==> config.mk <==
export PLATFORM = sky130hd
export DESIGN_NAME = dfs_topological_sort_unit
export DESIGN_NICKNAME = d
export VERILOG_FILES = /design/src/dfs_pkg.sv /design/src/dfs_topological_sort_unit.sv /design/src/dfs_lowbit.sv
export SDC_FILE = /design/constraint.sdc
export NUM_CORES = 2
export LEC_CHECK = 0
export BUFFER_PORTS_ARGS = -buffer_cell sky130_fd_sc_hd__buf_2
export CORE_MARGIN = 2
export CORE_UTILIZATION = 31
export DETAILED_ROUTE_END_ITERATION = 8
export PLACE_DENSITY = 0.5
export SLEW_MARGIN = 20
export SYNTH_ARGS = -nofsm -noshare
export SYNTH_HDL_FRONTEND = slang
export SYNTH_MEMORY_MAX_BITS = 65536
export SYNTH_SLANG_ARGS = --single-unit
==> constraint.sdc <==
create_clock -name i_clk -period 6.6 [get_ports i_clk]
set_clock_uncertainty 0.15 [all_clocks]
set_input_delay 0.66 -clock i_clk [delete_from_list [all_inputs] [get_ports i_clk]]
set_output_delay 0.66 -clock i_clk [all_outputs]
set_load 0.05 [all_outputs]
==> src/dfs_pkg.sv <==
// ---------------------------------------------------------------------------
// DFS sort package
// Sizes, payload structs and shared types of the DFS topological sort unit.
// ---------------------------------------------------------------------------
package dfs_pkg;

    localparam int VERTICES = 64;
    localparam int VW       = $clog2(VERTICES);   // vertex index width
    localparam int CW       = VW + 1;             // count width, holds VERTICES

    localparam logic REQ_LOAD = 1'b0;
    localparam logic REQ_RUN  = 1'b1;

    typedef struct packed {
        logic          req_type;
        logic [5:0]    row_index;
        logic [63:0]   row_edges;
    } t_dfs_req;

    typedef struct packed {
        logic [5:0]    vertex;
        logic          last;
    } t_dfs_res;

    // Result of the lowest-set-bit search
    typedef struct packed {
        logic          found;
        logic [VW-1:0] index;
    } t_dfs_pick;

endpackage

==> src/dfs_topological_sort_unit.sv <==
// ---------------------------------------------------------------------------
// DFS topological sort unit
// Loads adjacency rows and emits a depth-first topological order on request.
// ---------------------------------------------------------------------------
// A load beat (req_type 0) writes one 64-bit adjacency row, and the unit
// stays ready. A run beat (req_type 1) walks the graph of num_vertices
// vertices by depth-first search with an explicit stack, then emits every
// vertex in reverse finish order, one beat per vertex, with last set on the
// final one. Input stall stays high for the whole run. Each push, root
// pushes included, leads to an adjacency memory read and then one pass
// through the shared lowest-bit picker; a pop that leaves a vertex below
// it reads the new stack top, then takes the same read and pass. A pop of
// a tree root returns to the outer loop, which steps past visited roots.
// Each emitted vertex is read from the finish memory, then held until the
// output is free. The adjacency memory read port and the single priority
// encoder set the pace of a run. Rows that were never loaded read as
// undefined data. A num_vertices above 64 acts as 64; zero makes a run
// emit nothing.
// ---------------------------------------------------------------------------
module dfs_topological_sort_unit (
    input  logic              i_clk,
    input  logic              i_rst_n,
    // configuration
    input  logic              i_cfg_we,
    input  logic [6:0]        i_cfg_data,
    // request channel
    input  logic              i_in_valid,
    output logic              o_in_stall,
    input  dfs_pkg::t_dfs_req i_in_data,
    // result channel
    output logic              o_out_valid,
    input  logic              i_out_stall,
    output dfs_pkg::t_dfs_res o_out_data
);
    import dfs_pkg::*;

    // sequencer codes
    localparam logic [2:0] ST_IDLE      = 3'd0;
    localparam logic [2:0] ST_OUTER     = 3'd1;  // pick next root vertex
    localparam logic [2:0] ST_ADJ_RD    = 3'd2;  // wait for adjacency row
    localparam logic [2:0] ST_SCAN      = 3'd3;  // push or pop
    localparam logic [2:0] ST_POP_RD    = 3'd4;  // wait for new stack top
    localparam logic [2:0] ST_EMIT_RD   = 3'd5;  // wait for finish entry
    localparam logic [2:0] ST_EMIT_WAIT = 3'd6;  // hand entry to output reg

    // control registers
    logic [2:0]          r_state,   n_state;
    logic [6:0]          r_num_vertices;
    logic [CW-1:0]       r_n,       n_n;
    logic [CW-1:0]       r_u,       n_u;
    logic [CW-1:0]       r_depth,   n_depth;
    logic [CW-1:0]       r_fcount,  n_fcount;
    logic [VW-1:0]       r_emit_idx, n_emit_idx;
    logic [VW-1:0]       r_top,     n_top;
    logic [VERTICES-1:0] r_visited, n_visited;
    logic [VERTICES-1:0] r_span,    n_span;
    logic                r_out_valid, n_out_valid;
    t_dfs_res            r_out_data,  n_out_data;

    // memories and their registered read data
    logic [VERTICES-1:0] mem_adj [VERTICES];
    logic [VW-1:0]       mem_stk [VERTICES];
    logic [VW-1:0]       mem_fin [VERTICES];
    logic [VERTICES-1:0] r_adj_q;
    logic [VW-1:0]       r_stk_q;
    logic [VW-1:0]       r_fin_q;

    // memory write controls
    logic                adj_we;
    logic                stk_we;
    logic [VW-1:0]       stk_wdata;
    logic                fin_we;
    logic [VW-1:0]       stk_raddr;

    // shared picker
    logic [VERTICES-1:0] cand;
    t_dfs_pick           pick;
    logic [CW-1:0]       cfg_n;
    logic                out_free;
    logic                in_take;

    assign cand = r_adj_q & ~r_visited & r_span;

    dfs_lowbit u_lowbit (
        .i_cand (cand),
        .o_pick (pick)
    );

    // clamp the configured count to the vertex capacity
    assign cfg_n = (r_num_vertices > 7'(VERTICES)) ? CW'(VERTICES) : CW'(r_num_vertices);

    assign in_take   = i_in_valid && (r_state == ST_IDLE);
    assign out_free  = !r_out_valid || !i_out_stall;
    assign adj_we    = in_take && (i_in_data.req_type == REQ_LOAD);
    // after a pop the new top sits two below the current depth
    assign stk_raddr = VW'(r_depth - CW'(2));

    always_comb begin
        n_state     = r_state;
        n_n         = r_n;
        n_u         = r_u;
        n_depth     = r_depth;
        n_fcount    = r_fcount;
        n_emit_idx  = r_emit_idx;
        n_top       = r_top;
        n_visited   = r_visited;
        n_span      = r_span;
        n_out_valid = r_out_valid;
        n_out_data  = r_out_data;
        stk_we      = 1'b0;
        stk_wdata   = r_top;
        fin_we      = 1'b0;

        // drop the output beat once taken
        if (r_out_valid && !i_out_stall) begin
            n_out_valid = 1'b0;
        end

        unique case (r_state)
            ST_IDLE: begin
                if (in_take && (i_in_data.req_type == REQ_RUN)) begin
                    n_n       = cfg_n;
                    n_u       = '0;
                    n_depth   = '0;
                    n_fcount  = '0;
                    n_visited = '0;
                    for (int i = 0; i < VERTICES; i++) begin
                        n_span[i] = (CW'(i) < cfg_n);
                    end
                    n_state   = ST_OUTER;
                end
            end
            ST_OUTER: begin
                if (r_u == r_n) begin
                    if (r_fcount == '0) begin
                        n_state = ST_IDLE;
                    end else begin
                        n_emit_idx = VW'(r_fcount - CW'(1));
                        n_state    = ST_EMIT_RD;
                    end
                end else if (r_visited[VW'(r_u)]) begin
                    n_u = r_u + CW'(1);
                end else begin
                    // start a new tree at this root
                    n_visited[VW'(r_u)] = 1'b1;
                    stk_we    = 1'b1;
                    stk_wdata = VW'(r_u);
                    n_top     = VW'(r_u);
                    n_depth   = CW'(1);
                    n_state   = ST_ADJ_RD;
                end
            end
            ST_ADJ_RD: begin
                n_state = ST_SCAN;
            end
            ST_SCAN: begin
                if (pick.found && (r_depth < CW'(VERTICES))) begin
                    // descend to the lowest unvisited neighbor
                    n_visited[pick.index] = 1'b1;
                    stk_we    = 1'b1;
                    stk_wdata = pick.index;
                    n_top     = pick.index;
                    n_depth   = r_depth + CW'(1);
                    n_state   = ST_ADJ_RD;
                end else begin
                    // finish the top vertex and pop it
                    fin_we   = (r_fcount < CW'(VERTICES));
                    if (fin_we) begin
                        n_fcount = r_fcount + CW'(1);
                    end
                    n_depth  = r_depth - CW'(1);
                    if (r_depth == CW'(1)) begin
                        n_u     = r_u + CW'(1);
                        n_state = ST_OUTER;
                    end else begin
                        n_state = ST_POP_RD;
                    end
                end
            end
            ST_POP_RD: begin
                n_top   = r_stk_q;
                n_state = ST_ADJ_RD;
            end
            ST_EMIT_RD: begin
                n_state = ST_EMIT_WAIT;
            end
            ST_EMIT_WAIT: begin
                if (out_free) begin
                    n_out_valid       = 1'b1;
                    n_out_data.vertex = r_fin_q;
                    n_out_data.last   = (r_emit_idx == '0);
                    if (r_emit_idx == '0) begin
                        n_state = ST_IDLE;
                    end else begin
                        n_emit_idx = r_emit_idx - VW'(1);
                        n_state    = ST_EMIT_RD;
                    end
                end
            end
            default: begin
                n_state = ST_IDLE;
            end
        endcase
    end

    // control state
    always_ff @(posedge i_clk) begin
        if (!i_rst_n) begin
            r_state        <= ST_IDLE;
            r_num_vertices <= 7'(VERTICES);
            r_n            <= '0;
            r_u            <= '0;
            r_depth        <= '0;
            r_fcount       <= '0;
            r_emit_idx     <= '0;
            r_visited      <= '0;
            r_out_valid    <= 1'b0;
        end else begin
            r_state     <= n_state;
            r_n         <= n_n;
            r_u         <= n_u;
            r_depth     <= n_depth;
            r_fcount    <= n_fcount;
            r_emit_idx  <= n_emit_idx;
            r_visited   <= n_visited;
            r_out_valid <= n_out_valid;
            if (i_cfg_we) begin
                r_num_vertices <= i_cfg_data;
            end
        end
    end

    // payload registers
    always_ff @(posedge i_clk) begin
        r_top      <= n_top;
        r_span     <= n_span;
        r_out_data <= n_out_data;
    end

    // adjacency rows: one write port, registered read at the stack top
    always_ff @(posedge i_clk) begin
        if (adj_we) begin
            mem_adj[i_in_data.row_index] <= i_in_data.row_edges;
        end
        r_adj_q <= mem_adj[r_top];
    end

    // search stack
    always_ff @(posedge i_clk) begin
        if (stk_we) begin
            mem_stk[VW'(r_depth)] <= stk_wdata;
        end
        r_stk_q <= mem_stk[stk_raddr];
    end

    // finish order
    always_ff @(posedge i_clk) begin
        if (fin_we) begin
            mem_fin[VW'(r_fcount)] <= r_top;
        end
        r_fin_q <= mem_fin[r_emit_idx];
    end

    assign o_in_stall  = (r_state != ST_IDLE);
    assign o_out_valid = r_out_valid;
    assign o_out_data  = r_out_data;

endmodule

==> src/dfs_lowbit.sv <==
// ---------------------------------------------------------------------------
// DFS lowest-bit picker
// Priority encoder that finds the lowest-numbered candidate neighbor.
// ---------------------------------------------------------------------------
module dfs_lowbit (
    input  logic [dfs_pkg::VERTICES-1:0] i_cand,
    output dfs_pkg::t_dfs_pick           o_pick
);
    import dfs_pkg::*;

    always_comb begin
        o_pick.found = |i_cand;
        o_pick.index = '0;
        // scan from the top so the lowest set bit wins
        for (int i = VERTICES - 1; i >= 0; i--) begin
            if (i_cand[i]) begin
                o_pick.index = VW'(i);
            end
        end
    end

endmodule

# ---- Word-level counts from Yosys, hierarchy flattened
# Memories as Yosys holds them, arrays and structs flattened. A register that Yosys moved wholly into a read port is not among the register bits.
# Cells that the tools add are included.
dict set report classes {
  add_sub_neg 7
  reduce_logical 27
  bitwise 6
  n_lt_le_gt_ge 71
  eq_ne 21
  mux 123
}
# cell count
set ops {}
lappend ops {{$mux 6} 71}
lappend ops {{$mux 64} 4}
lappend ops {{$lt 6x7->1 const A} 32}
lappend ops {{$pmux 64 s3} 1}
lappend ops {{$and 64x64->64} 2}
lappend ops {{$or 64x64->64} 2}
lappend ops {{$lt 5x7->1 const A} 16}
lappend ops {{$mux 7} 11}
lappend ops {{$not 64->64} 1}
lappend ops {{$reduce_or 64->1} 1}
lappend ops {{$lt 4x7->1 const A} 8}
lappend ops {{$pmux 7 s3} 2}
lappend ops {{$lt 3x7->1 const A} 4}
lappend ops {{$mux 3} 8}
lappend ops {{$pmux 6 s2} 2}
lappend ops {{$ne 2x2->1 const B} 11}
lappend ops {{$add 7x1->7 const B} 3}
lappend ops {{$pmux 3 s7} 1}
lappend ops {{$pmux 6 s3} 1}
lappend ops {{$mux 1} 17}
lappend ops {{$lt 1x7->1 const A} 2}
lappend ops {{$lt 2x7->1 const A} 2}
lappend ops {{$lt 6x7->1 const B} 2}
lappend ops {{$lt 7x7->1 const B} 2}
lappend ops {{30 further kinds} 49}
dict set report totals {
  register_bits 186
  ram_bits 4864
  output_inout_bits 9
  mem_count 3
  input_bits 83
}
# name words word_bits rd rd_ports_with_merged_regs write_ports line_no
set mem_list {}
lappend mem_list {mem_adj 64 64 1 1 1 dfs_topological_sort_unit.sv:61} ;# logic [VERTICES-1:0] mem_adj [VERTICES];
lappend mem_list {mem_fin 64 6 1 1 1 dfs_topological_sort_unit.sv:63} ;# logic [VW-1:0] mem_fin [VERTICES];
lappend mem_list {mem_stk 64 6 1 1 1 dfs_topological_sort_unit.sv:62} ;# logic [VW-1:0] mem_stk [VERTICES];

# ---- Logic depth before layout (Yosys ltp)
dict set report logic_depth {
  word_depth 74
  depth_mapped 13
}

# ---- Cells and area by module
# Synthesis repeated with hierarchy kept, for this count alone.
dict set report unflattened {
  hier_cells 8721
  hier_area_um2 197539.5
}
# module n_inst area_per_inst_um2 cells_per_inst
set modules_own_cells {}
lappend modules_own_cells {dfs_topological_sort_unit 1 196652.4 8576}
lappend modules_own_cells {dfs_lowbit 1 887.1 145}

# ---- Least setup slack after synthesis
# OpenSTA, ideal clock, no wires.
dict set report synth_timing {
  path_kind {reg2reg}
  start {reg r_top[5]}
  end {mem mem_stk[0][5] in the netlist's numbering (data pin)}
  setup_time_ps 588
  n_path_buf 3
  path_slack_ps 1422
  t_arrival_ps 4440
  synth_period_minus_slack_ps 5178
  path_stages_with_launch 6
  cell_sequence {edfxtp_1 clkbuf_1 buf_1 clkbuf_1 o221ai_1 a31oi_1}
}
dict set report synth_via {
  elab_chain_cells 3
  elab_cells_between_ends 4
}
# item line_no
set synth_rtl {}
lappend synth_rtl {{start: declaration} dfs_topological_sort_unit.sv:54} ;# logic [VW-1:0] r_top, n_top;
lappend synth_rtl {{start signal: assignment} dfs_topological_sort_unit.sv:235} ;# r_top <= n_top;
lappend synth_rtl {{$mux 6 (2 in a row)} --}
lappend synth_rtl {{$pmux 6 s2 (*)} dfs_topological_sort_unit.sv:119} ;# unique case (r_state)
lappend synth_rtl {{named net stk_wdata[5]} dfs_topological_sort_unit.sv:71} ;# logic [VW-1:0] stk_wdata;
lappend synth_rtl {{end: declaration} dfs_topological_sort_unit.sv:62}
# Mark *: on every way through the listed nets, which the timed path passes. The rest lies on a longest branch.

# ---- Worst setup path in the final report
dict set report layout_timing {
  start {reg r_u[1]}
  end {mem mem_stk[59][1] in the netlist's numbering (enable)}
}
dict set report layout_via {
  elab_chain_cells 7
  elab_cells_between_ends 8
}
# item line_no
set layout_rtl {}
lappend layout_rtl {{start: declaration} dfs_topological_sort_unit.sv:50} ;# logic [CW-1:0] r_u, n_u;
lappend layout_rtl {{start signal: assignment} dfs_topological_sort_unit.sv:221} ;# r_u <= n_u;
lappend layout_rtl {{$bmux 1 s6} dfs_topological_sort_unit.sv:141} ;# end else if (r_visited[VW'(r_u)]) begin
lappend layout_rtl {{$mux 1 (not written as such)} dfs_topological_sort_unit.sv:141}
lappend layout_rtl {{$mux 1} dfs_topological_sort_unit.sv:141}
lappend layout_rtl {{$mux 1 (*)} dfs_topological_sort_unit.sv:134} ;# if (r_u == r_n) begin
lappend layout_rtl {{$pmux 1 s2 (*)} dfs_topological_sort_unit.sv:119}
lappend layout_rtl {{$mux 1 (*)} dfs_topological_sort_unit.sv:250} ;# if (stk_we) begin
lappend layout_rtl {{$mux 1 (not written as such) (*)} dfs_topological_sort_unit.sv:251} ;# mem_stk[VW'(r_depth)] <= stk_wdata;
# Every way passes the cells marked *; elsewhere a longest branch is shown, timed or not. The select of a mux whose other input is x is not followed.

==> flow_metrics.env <==
export IMPL_yosysTopAreaCellShare_pct=75.3
export IMPL_ant_nets=0
export IMPL_clock_latency_ns=1.09
export IMPL_cts_htree_levels=6
export IMPL_drc=0
export IMPL_yosys_area_top_type="edfxtp_1"
export IMPL_ioPinCount=92
export IMPL_grt_pass1_vias=96800
export IMPL_grt_use_total_pct=17.0
export IMPL_start_kind="flip-flop"
export IMPL_drv_cap=0
export IMPL_wirelength_mm=559
export IMPL_critPathRequiredTime_ns=7.11
export IMPL_synthTopCellsByArea="edfxtp_1 (75%), mux4_2 (18%), dfxtp_1 (1.9%)"
export IMPL_final_period_utilization_pct=85.4
export IMPL_syn_area_sq_um=197000
export IMPL_clock_sinks=5126
export IMPL_internal_power_mw=54.8
export IMPL_synth_edf_count=4941
export IMPL_final_setup_tns_ns=0
export IMPL_clk_path_buf_depth=4
export IMPL_power_mw=71.3
export IMPL_setup_viol=0
export IMPL_ys_seq_elements=5126
export IMPL_synth_cell_types=79
export IMPL_clockRootBuffer="clkbuf_16"
export IMPL_hold_class="input port to flip-flop"
export IMPL_peakVddDrop_mv=0.284
export IMPL_max_slew_margin_pct=10.8
export IMPL_power_leakage_nw=68.6
export IMPL_end_kind="flip-flop"
export IMPL_grt_ovfl_total=0
export IMPL_dp_hpwl_mm=328
export IMPL_rows=292
export IMPL_synthCells=8578
export IMPL_rsz0062_at_grt="no"
export IMPL_finalHoldViolCount=0
export IMPL_cts_tree="built"
export IMPL_maxSlewViolCount=0
export IMPL_drive_gt1_share_pct=29.5
export IMPL_place_congestion=0.870
export IMPL_synth_avg_cell_area_sq_um=23.0
export IMPL_ys_seq_area_share_pct=77.2
export IMPL_die_x_microns=801
export IMPL_fp_dieArea_sq_um=642000
export IMPL_fp_dieH_microns=801
export IMPL_vias=94500
export IMPL_initial_utilization_pct=31.1
export IMPL_cts_clk_slew_worst_paths_ns=0.06
export IMPL_cp_arrival_ns=6.15
export IMPL_n_fill_cell=57500
export IMPL_first_pass_iters=6
export IMPL_path_class="flip-flop to flip-flop"
export IMPL_switching_power_mw=16.4
export IMPL_status="complete, no violations"
export IMPL_powerDensity_nw_per_um2=314
export IMPL_clkPwrFrac_pct=41.4
export IMPL_core_area_sq_um=633000
export IMPL_pwr_share_comb_pct=7.9
export IMPL_seq_power_share_pct=50.8
export IMPL_cts_made_buffers=543
export IMPL_drt_iter0_markers=11300
export IMPL_wl_per_cell_microns=31.2
export IMPL_num_nets_final=9169
export IMPL_swShare_pct=23.1
export IMPL_async_flop_share_pct=0
export IMPL_worst_hold_slack_ns=0.0754
export IMPL_antenna_found_initial=89
export IMPL_synth_nets=8673
export IMPL_min_period_ns=5.63
export IMPL_grt_pass1_wl_mm=778
export IMPL_critPathMaxFanout=22
export IMPL_syn2layout_area_growth_pct=15.3
export IMPL_grt_max_degree=115
export IMPL_yosys_warnings=0
export IMPL_fmax_mhz=178
export IMPL_detail_route_vias_per_cell=5.28
export IMPL_synth_top_flop_cell="edfxtp_1"
export IMPL_tightest_slew_ns=1.34
export IMPL_portBuffers=91
export IMPL_post_cts_buffers=0
-- state kept, by name, summed over array words and instances, names as in the netlist, 7 cells and up --
register / flops
mem_stk: 384
r_span: 64
r_num_vertices: 7
r_fcount: 7
o_out_data: 7
r_adj_q: 64
r_n: 7
r_depth: 7
mem_fin: 384
mem_adj: 4096
r_u: 7
r_visited: 64
-- power by group through the flow --
stage | combinational [mW] | clock, mW | sequential (mW)
2_1_floorplan | 2.97 | 0 | 36.8
3_3_place_gp | 5.63 | 0 | 36.9
3_5_place_dp | 5.68 | 0 | 36.9
4_1_cts | 5.70 | 30.1 | 36.2
5_1_grt | 5.89 | 31.3 | 36.2
6_report | 5.60 | 29.5 | 36.2
-- placed cells by master (no fill, tap or decap), types with 54 or more instances in the layout --
cell,synthesis,final
mux2i_1,94,94
buf_4,1,254
edfxtp_1,4941,4941
nand3b_1,64,64
a21oi_1,94,92
clkinv_2,0,73
o21ai_0,89,89
nand2_1,143,143
clkbuf_16,0,559
nand3_1,54,54
buf_2,20,82
nor2_1,377,311
dfxtp_1,185,179
buf_12,0,60
mux4_2,1545,1545
nor2_4,0,65
clkbuf_1,318,122
clkinv_1,1,111
-- path summary, 6_finish.rpt --
| check | depth (start not counted) | startpoint | endpoint | slack, ns |
|---|---|---|---|---|
| setup / recovery | 10 | r_u[1] | mem_stk[59][1] | 0.97 |
| hold / removal | 1 | i_in_data[28] | mem_adj[58][28] | 0.08 |
| hold reg to reg | 0 | r_fin_q[0] | o_out_data[1] | 0.26 |
| setup reg to reg | 10 | r_u[1] | mem_stk[59][1] | 0.97 |
-- per-stage QoR --
stage	instances	worst slack (ns)	instance area [sq um]	utilization [%]
global route	17900	0.760	227000	35.9
floorplan	8578	1.42	197000	-
CTS	17900	1.02	227000	35.9
finish	17900	0.966	227000	35.9
detailed placement	16900	1.09	210000	33.2
global placement	16900	1.08	210000	33.2
-- worst max-delay path, cell delays in order, from the launching register on --
cell and delay [ns]:
dfxtp_1 0.92, buf_4 0.31, mux4_2 0.51, mux2_2 0.30
a22oi_1 0.25, o221ai_2 0.16, a2111oi_4 0.52, a31oi_1 0.20
nor2_2 0.42, nand3_1 0.76, nor2_1 0.72
-- logic make-up (layout without fill, tap and decap cells) --
| logic type | Yosys count | count (layout) | synth area share, % |
|---|---|---|---|
| xor gates and xnor gates | 19 | 19 | 0.0844 |
| and+or+nand+nor | 852 | 852 | 2.07 |
| adders and majority gates | 12 | 12 | 0.0762 |
| AOI/OAI and AO/OA | 423 | 423 | 1.45 |
| other | 0 | 35 | 0 |
| buffers and inverters | 496 | 1407 | 0.964 |
| muxes | 1650 | 1650 | 18.2 |
| DFF | 5126 | 5126 | 77.2 |
-- area by class of cell --
class | instances | area, sq um | area share [%]
multi-input cells | 2956 | 43700 | 19.2
repair buffers | 421 | 3800 | 1.67
clock inverters | 274 | 2450 | 1.08
inverters | 26 | 98.8 | 0.0435
well taps | 8379 | 10500 | 4.61
diodes | 35 | 87.6 | 0.0385
flip-flops and latches | 5126 | 152000 | 66.9
clock buffers | 686 | 14500 | 6.39
-- repair_timing --
action,4_1_cts,5_1_grt
resized for setup,0,0
hold endpoints to repair,115,15
hold buffers,21,1
-- Yosys cell counts (24+ instances only) --
| cell type | number |
|---|---|
| nand2_1 | 143 |
| nand3b_1 | 64 |
| edfxtp_1 | 4941 |
| nand4_1 | 31 |
| nor2_1 | 377 |
| buf_1 | 128 |
| nor3_1 | 43 |
| inv_1 | 24 |
| dfxtp_1 | 185 |
| clkbuf_1 | 318 |
| nand3_1 | 54 |
| a221o_1 | 27 |
| o22ai_1 | 28 |
| a21o_1 | 24 |
| a21oi_1 | 94 |
| mux4_2 | 1545 |
| mux2i_1 | 94 |
| o21ai_0 | 89 |
-- per-layer routing --
metal  vias to the layer above  part of all wire (%)  GRT usage [%]
li1                      37800                     -              -
met1                     52300                    43           24.2
met2                      3756                    48           27.4
met3                       710                   6.8           2.90
met4                        28                   2.0           3.66
met5                         -                 0.031              0
No activity file was read; power rests on OpenSTA's default activity.
